<file path="src/sv/spq_pkg.sv">
// ----------------------------------------------------------------------------
// spq_pkg
// Shared types and constants of the stable priority queue: entry layout,
// cell commands, action and status codes.
// ----------------------------------------------------------------------------
package spq_pkg;

  // number of cells in the chain
  localparam int Capacity = 16;
  // most entries a list action reports
  localparam int MaxList  = 16;
  localparam int ListLim  = (Capacity < MaxList) ? Capacity : MaxList;
  // entry count, wide enough to hold Capacity itself
  localparam int CntW     = $clog2(Capacity + 1);

  localparam int DataW = 8;
  localparam int PrioW = 8;

  // input actions
  typedef enum logic [1:0] {
    ACT_ENQUEUE = 2'd0,
    ACT_DEQUEUE = 2'd1,
    ACT_LIST    = 2'd2,
    ACT_NONE    = 2'd3
  } action_t;

  // result status codes
  typedef enum logic [2:0] {
    ST_ENQUEUED = 3'd0,
    ST_DEQUEUED = 3'd1,
    ST_EMPTY    = 3'd2,
    ST_FULL     = 3'd3,
    ST_LISTED   = 3'd4
  } status_t;

  typedef struct packed {
    logic [DataW-1:0] data;
    logic [PrioW-1:0] prio;
  } entry_t;

  // what every cell does in a cycle
  typedef enum logic [1:0] {
    CELL_HOLD,
    CELL_INSERT,
    CELL_SHIFT,
    CELL_ROTATE
  } cell_op_t;

  typedef struct packed {
    cell_op_t op;
    entry_t   key;   // entry being inserted
  } cell_ctrl_t;

endpackage

</file>
<file path="src/sv/spq_cell.sv">
// ----------------------------------------------------------------------------
// spq_cell
// One slot of the sorted chain. Holds one entry and on each command keeps
// it, takes the new entry, takes the entry of a neighbor, or (tail on rotate) the head entry.
// ----------------------------------------------------------------------------
module spq_cell (
  input  logic               clk,
  input  spq_pkg::cell_ctrl_t ctrl,
  input  logic               occ,        // this slot holds a live entry
  input  logic               left_occ,   // left neighbor holds a live entry
  input  logic               is_tail,    // this slot is the last live one
  input  spq_pkg::entry_t    left_ent,
  input  spq_pkg::entry_t    right_ent,
  input  spq_pkg::entry_t    head_ent,
  output spq_pkg::entry_t    ent
);
  import spq_pkg::*;

  entry_t ent_next;
  logic   self_gt;
  logic   left_gt;

  // insertion: entries of equal priority stay ahead of the new one
  assign self_gt = !occ || (ent.prio > ctrl.key.prio);
  assign left_gt = left_occ && (left_ent.prio > ctrl.key.prio);

  always_comb begin
    ent_next = ent;
    case (ctrl.op)
      CELL_INSERT: begin
        if (self_gt) begin
          ent_next = left_gt ? left_ent : ctrl.key;
        end
      end
      CELL_SHIFT:  ent_next = right_ent;
      CELL_ROTATE: ent_next = is_tail ? head_ent : right_ent;
      default:     ent_next = ent;
    endcase
  end

  always_ff @(posedge clk) begin
    ent <= ent_next;
  end

endmodule

</file>
<file path="src/sv/stable_priority_queue.sv">
// ----------------------------------------------------------------------------
// stable_priority_queue
// Bounded priority queue of byte entries kept sorted in a chain of cells.
// ----------------------------------------------------------------------------
// Usage:
//   Requests enter on the s_ group: s_tuser carries the action (enqueue,
//   dequeue, list), s_tdata the data byte and priority. Results leave on the
//   m_ group: status, data and priority in m_tdata, m_tlast on the final
//   result of a request. Lower priority numbers leave first; equal
//   priorities leave in arrival order.
//   For enqueue and dequeue the whole chain shifts at once and the single
//   result is in the output register in the cycle after the request, so one
//   such item can be taken every cycle while m_tready holds.
//   A list action rotates the chain by one cell per cycle while the receiver
//   keeps up, reporting the head each time; the request first moves the
//   state to list, then the first entry is registered. s_tready stays low
//   until every entry has rotated; an empty queue gives a single ST_EMPTY
//   result instead. The chain is back in order afterwards.
//   Reset empties the queue (entry count zero). When the receiver stalls,
//   the output register holds its item and s_tready drops; a list pauses.
// ----------------------------------------------------------------------------
module stable_priority_queue (
  input  logic        clk,
  input  logic        rst,
  input  logic        s_tvalid,
  output logic        s_tready,
  input  logic [15:0] s_tdata,   // [7:0] item_data, [15:8] item_priority
  input  logic [1:0]  s_tuser,   // [1:0] action
  output logic        m_tvalid,
  input  logic        m_tready,
  output logic [23:0] m_tdata,   // [2:0] status, [10:3] out_data,
                                 // [18:11] out_priority, [23:19] zero
  output logic        m_tlast
);
  import spq_pkg::*;

  typedef enum logic {S_IDLE, S_LIST} state_t;

  state_t       state, state_next;
  logic [CntW-1:0] count, count_next;
  logic [CntW-1:0] idx, idx_next;
  logic [CntW-1:0] list_n;

  logic         out_valid, out_valid_next;
  status_t      out_status, out_status_next;
  entry_t       out_ent, out_ent_next;
  logic         out_last, out_last_next;

  cell_ctrl_t   ctrl;
  entry_t       ents [Capacity];
  logic [Capacity-1:0] occ;
  logic         out_free;
  logic         in_acc;
  logic         emit_ok;
  action_t      action;
  entry_t       in_ent;

  assign action      = action_t'(s_tuser);
  assign in_ent.data = s_tdata[7:0];
  assign in_ent.prio = s_tdata[15:8];

  assign out_free = !out_valid || m_tready;
  assign s_tready = (state == S_IDLE) && out_free;
  assign in_acc   = s_tvalid && s_tready;
  assign list_n   = (count > CntW'(ListLim)) ? CntW'(ListLim) : count;
  assign emit_ok  = idx < list_n;

  // chain of cells, head at cell 0
  for (genvar i = 0; i < Capacity; i++) begin : g_cell
    entry_t left_e, right_e;
    logic   left_o;
    assign occ[i] = count > CntW'(i);
    if (i == 0) begin : g_head
      assign left_e = ents[0];
      assign left_o = 1'b0;
    end else begin : g_body
      assign left_e = ents[i-1];
      assign left_o = occ[i-1];
    end
    if (i == Capacity - 1) begin : g_end
      assign right_e = ents[i];
    end else begin : g_mid
      assign right_e = ents[i+1];
    end
    spq_cell u_cell (
      .clk       (clk),
      .ctrl      (ctrl),
      .occ       (occ[i]),
      .left_occ  (left_o),
      .is_tail   (count == CntW'(i + 1)),
      .left_ent  (left_e),
      .right_ent (right_e),
      .head_ent  (ents[0]),
      .ent       (ents[i])
    );
  end

  // control and result selection
  always_comb begin
    state_next      = state;
    count_next      = count;
    idx_next        = idx;
    ctrl.op         = CELL_HOLD;
    ctrl.key        = in_ent;
    out_valid_next  = out_valid && !m_tready;
    out_status_next = out_status;
    out_ent_next    = out_ent;
    out_last_next   = out_last;
    case (state)
      S_IDLE: begin
        if (in_acc) begin
          out_ent_next  = '0;
          out_last_next = 1'b1;
          case (action)
            ACT_ENQUEUE: begin
              out_valid_next = 1'b1;
              if (count == CntW'(Capacity)) begin
                out_status_next = ST_FULL;
              end else begin
                ctrl.op         = CELL_INSERT;
                count_next      = count + 1'b1;
                out_status_next = ST_ENQUEUED;
              end
            end
            ACT_DEQUEUE: begin
              out_valid_next = 1'b1;
              if (count == '0) begin
                out_status_next = ST_EMPTY;
              end else begin
                ctrl.op         = CELL_SHIFT;
                count_next      = count - 1'b1;
                out_status_next = ST_DEQUEUED;
                out_ent_next    = ents[0];
              end
            end
            ACT_LIST: begin
              if (count == '0) begin
                out_valid_next  = 1'b1;
                out_status_next = ST_EMPTY;
              end else begin
                state_next = S_LIST;
                idx_next   = '0;
              end
            end
            default: ;
          endcase
        end
      end
      S_LIST: begin
        // rotate once per step; report while within the list limit
        if (!emit_ok || out_free) begin
          ctrl.op  = CELL_ROTATE;
          idx_next = idx + 1'b1;
          if (emit_ok) begin
            out_valid_next  = 1'b1;
            out_status_next = ST_LISTED;
            out_ent_next    = ents[0];
            out_last_next   = (idx == list_n - 1'b1);
          end
          if (idx == count - 1'b1) begin
            state_next = S_IDLE;
          end
        end
      end
      default: state_next = S_IDLE;
    endcase
  end

  always_ff @(posedge clk) begin
    if (rst) begin
      state     <= S_IDLE;
      count     <= '0;
      idx       <= '0;
      out_valid <= 1'b0;
    end else begin
      state     <= state_next;
      count     <= count_next;
      idx       <= idx_next;
      out_valid <= out_valid_next;
    end
    out_status <= out_status_next;
    out_ent    <= out_ent_next;
    out_last   <= out_last_next;
  end

  assign m_tvalid = out_valid;
  assign m_tdata  = {5'd0, out_ent.prio, out_ent.data, out_status};
  assign m_tlast  = out_last;

`ifndef ASSERT_OFF
  // entry count never passes the chain length
  a_count_bound: assert property (@(posedge clk) disable iff (rst)
    count <= CntW'(Capacity))
    else $error("entry count above capacity");

  // a list never changes the number of stored entries
  a_list_count: assert property (@(posedge clk) disable iff (rst)
    state == S_LIST |=> count == $past(count))
    else $error("entry count changed during list");

  // only listed entries can be followed by more results of one item
  a_single_last: assert property (@(posedge clk) disable iff (rst)
    m_tvalid && out_status != ST_LISTED |-> m_tlast)
    else $error("single result without last marker");

  // an accepted enqueue into a non-full queue grows it by one
  a_enq_grow: assert property (@(posedge clk) disable iff (rst)
    in_acc && action == ACT_ENQUEUE && count != CntW'(Capacity)
      |=> count == $past(count) + 1'b1)
    else $error("enqueue did not add an entry");
`endif

endmodule

</file>
<file path="config.mk">
export PLATFORM = sky130hd
export DESIGN_NAME = stable_priority_queue
export DESIGN_NICKNAME = d
export VERILOG_FILES = /design/src/sv/spq_pkg.sv /design/src/sv/spq_cell.sv /design/src/sv/stable_priority_queue.sv
export SDC_FILE = /design/constraint.sdc
export NUM_CORES = 1
export LEC_CHECK = 0
export ABC_AREA = 1
export BUFFER_PORTS_ARGS = -buffer_cell sky130_fd_sc_hd__buf_2
export CAP_MARGIN = 20
export CORE_UTILIZATION = 30
export DETAILED_ROUTE_END_ITERATION = 12
export PLACE_DENSITY = 0.57
export SETUP_SLACK_MARGIN = 0.5
export SKIP_CTS_REPAIR_TIMING = 1
export SYNTH_ARGS = -nofsm -noshare
export SYNTH_HDL_FRONTEND = slang
export SYNTH_HIERARCHICAL = 1
export SYNTH_SLANG_ARGS = --single-unit
</file>
<file path="constraint.sdc">
create_clock -name clk -period 5.15 [get_ports clk]
set_clock_uncertainty 0.1 [all_clocks]
set_input_delay 0.7725 -clock clk [delete_from_list [all_inputs] [get_ports clk]]
set_output_delay 0.7725 -clock clk [all_outputs]
set_load 0.03 [all_outputs]
</file>
==> summary.md <==
| Metric | Value |
|---|---|
| Vias per Instance | 4.93 |
| GR Overflow Total | 0 |
| Status | complete, no violations |
| Worst min-delay path startpoint | rst |
| Number of design-rule violations left by the first detailed-router iteration | 2,169 |
| Switching fraction of total power | 36.8% |
| Width of the die | 304 microns |
| Critical path required time | 5.48 ns |
| Via Count | 24.3k |
| Post-Place Worst Slack | 0.843 ns |
| Summed negative setup slack over all endpoints | 0 ns |
| Summed instance area of the synthesized netlist | 27,400 sq um |
| Mean cell area of the mapped netlist | 7.36 sq um |
| Combined global-route utilization of all metal layers | 18.9% |
| Number of input and output port buffers inserted | 43 |
| Number of cells on the critical path | 18 |
| Total iterations of the first detailed-routing run | 6 |
| Num Clock Sinks | 288 |
| Proportion of power drawn by flip-flops and latches | 39.6% |
| Ys async rst share | 0% |
| Diode insertion count for antenna repair | 0 |
| Synth Area in Simple Gates | 27.7% |
| Weighted congestion reported at the end of routability-driven placement | 0.869 |
| Crit path largest cell delay | 0.57 ns |
| Portion of the post-synthesis area used by sequential elements | 31.1% |
| Kind of path behind the tightest hold check | in -> reg |
| Share of synthesized area spent on multiplexers | 0% |
| Routed Antenna Nets | 0 |
| Root Buffer Master | clkbuf_16 |
| Cell-by-cell listing of the critical path | inv_2, ha_1, nand2_2, nand2_1, nand2_1, inv_1, ha_1, nor2_1, nand3_1, nand3_1, nand2_1, o21ai_4, buf_4, nand2_1, nor2_2, a22o_1, inv_1, nand2_1 |
| Hold path cells | 2 |
| Maximum capacitance violations | 0 |
| Hold violation total from the final report | 0 |
| Fraction of power consumed by combinational cells | 28.3% |
| Per-cell routed wire length | 18.2 microns |
| Final Setup Violations | 0 |
| Top cells by instance count after synthesis | nand2_1 (883), inv_1 (871), nand3_1 (534) |
| Post-detailed-routing wire length | 89,900 microns |
| Transition at the pin with the smallest max-transition slack | 1.15 ns |
| Reg2reg end | g_cell[15].u_cell/ent[3] |
| Synthesis warning total | 6 |
| Largest area contributor in the synthesized netlist | edfxtp_1 |
| Total clock buffers created by CTS | 39 |
| Adder-cell share of the synthesized area | 12.4% |
| Row cnt | 110 |
| Vertical die dimension | 304 microns |
| R2R cell count | 18 |
| Worst vdd rail ir drop | 0.000191 V |
| Crit. End Element | flip-flop |
| Commonest register cell after synthesis | edfxtp_1 |
| Final critical-path required period | 4.23 ns |
| Worst setup startpoint | count[0] |
| Most frequent CP cell | nand2_1 |
| Internal power component | 5310 uW |
| Clk network pwr share | 32.1% |
| Largest net degree at the start of global routing | 34 |
| Total net switching power | 3090 uW |
| Worst hold margin | 0.439 ns |
| Upper clock frequency limit | 236 MHz |
| XOR/XNOR Fraction of Synth Area | 0.224% |
| Part of the cycle the worst path needs | 82.2% |
| Combinational family with the most area after synthesis | simple AND/OR/NAND/NOR gates |
| Antenna violations before repair | 4 |
| Fraction of synthesized cell area taken by the top area cell type | 30.2% |
| Number of global-route vias before repair | 22.7k |
| Slew Viols, Final | 0 |
| Reported leakage power | 0.0153 uW |
| Least setup slack across all paths after layout | 0.915 ns |
| Number of levels in the clock H-tree | 2 |
| Number of synthesized flops with an enable pin | 276 |
| CP delay by family, top | simple AND/OR/NAND/NOR gates |
| Area fraction in compound gates after synthesis | 13.2% |
| Latest clock arrival within the worst-skew pair | 0.57 ns |
| Net count of the finished layout | 4,021 |
| Type of the worst setup path | reg -> reg |
| # IOs | 49 |
| Worst hold path endpoint | state |
| Share of cells above drive strength 1 | 8.92% |
| Syn-to-layout area delta | 9.02% |
| Clock Pin Slew Worst Setup and Hold Paths | 0.06 ns |
| Max FO, Critical Path | 20 |
| Power density over the cells | 281 nW/um^2 |
| Unrepaired setup endpoints after global routing | no |
| CP Launch Type | flip-flop |
| Worst endpoint data arrival time | 4.57 ns |
| Count of buffer and inverter cells on the critical path | 4 |
| Leading post-synthesis cells by cell area | edfxtp_1 (30%), ha_1 (12%), nand2_1 (12%) |
| Total of flip-flops plus latches after synthesis | 288 |
| CTS tree | yes |
| Rel. slew slack | 23.6% |
| Floorplan die area | 92,600 sq um |
| Starting Density | 30.4% |
| Core area | 90,300 sq um |
| Global-route wire length before repair | 136,000 microns |
| Library cell with the highest instance count after synthesis | nand2_1 |
| Count of different cell masters after synthesis | 39 |
| Critical R2R Launch | count[0] |
| Post-route DRC | 0 |
| HPWL after detailed placement | 64,200 microns |
| Critical-path cell with the highest stage delay | nor2_2 |
| Number of buffers on the longest clock path | 3 |
| Synthesized netlist cell count | 3,726 |
| Register-to-register setup slack | 0.92 ns |
-- logic make-up after synthesis --
kind of cell,count (synthesis)
other cells,1
simple gates,1674
fa+ha+maj,272
xor+xnor,7
flops,288
compound gates,453
buf+inv,1031
-- stage by stage --
step | util [%] | area [sq um] | cells | total power, uW
after global placement | 31.6 | 28500 | 4856 | 5660
after CTS | 33.1 | 29800 | 4929 | 8420
final | 33.1 | 29900 | 4931 | 8400
after floorplan | - | 27400 | 3731 | 4940
after global routing | 33.1 | 29900 | 4931 | 8860
after detailed placement | 31.7 | 28600 | 4860 | 5710
-- routing by layer --
layer  up-vias  GRT usage, %  routed length, microns
li1      12074             -                       -
met1     11326          25.6                   40400
met2       750          30.8                   40700
met3       159          2.52                    5860
met4         0          6.34                    2910
met5         -             0                       0
-- state kept, by name (all words and copies together), names as in the netlist --
signal / flops
idx: 5
out_status: 3
count: 5
state: 1
m_tvalid: 1
g_cell.u_cell/ent: 256
m_tdata: 16
m_tlast: 1
-- how the worst max path moves through the flow --
stage                                 to  slack [ns]
6_report        g_cell[15].u_cell/ent[3]        0.92
3_3_place_gp   g_cell[15].u_cell/ent[15]        0.83
4_1_cts         g_cell[10].u_cell/ent[6]        0.79
3_5_place_dp    g_cell[10].u_cell/ent[6]        0.84
5_1_grt         g_cell[15].u_cell/ent[8]        0.64
2_1_floorplan  g_cell[10].u_cell/ent[12]        0.83
-- placed cells by master (no fill, tap or decap), drive strengths merged --
master / count
conb: 6
a22o: 240
a21boi: 16
nor3: 6
bufinv: 4
clkinv: 17
o31ai: 1
buf: 63
xor2: 6
a22oi: 16
edfxtp: 276
inv: 926
nand4: 18
clkinvlp: 2
a21oi: 116
xnor2: 1
nor3b: 1
dfxtp: 12
a21o: 16
o21ai: 16
ha: 272
clkbuf: 43
nand2: 950
nor2: 163
nand3: 536
o21bai: 16
o21a: 16
-- power groups by stage --
| stage | logic [uW] | registers [uW] | clock network, uW |
|---|---|---|---|
| after global routing | 2680 | 3350 | 2830 |
| after detailed placement | 2330 | 3380 | 0 |
| final | 2380 | 3330 | 2700 |
| after global placement | 2260 | 3400 | 0 |
| after CTS | 2340 | 3340 | 2740 |
| after floorplan | 1720 | 3220 | 0 |
-- cell type report --
type | instances | area [sq um]
sequential | 288 | 8530
tap | 1176 | 1470
multi-input combinational | 2412 | 14700
clock inverter | 26 | 243
timing repair buffer | 63 | 473
fill | 9738 | 60400
inverter | 923 | 3470
clock buffer | 43 | 991
Power figures use the tool's default switching activity.
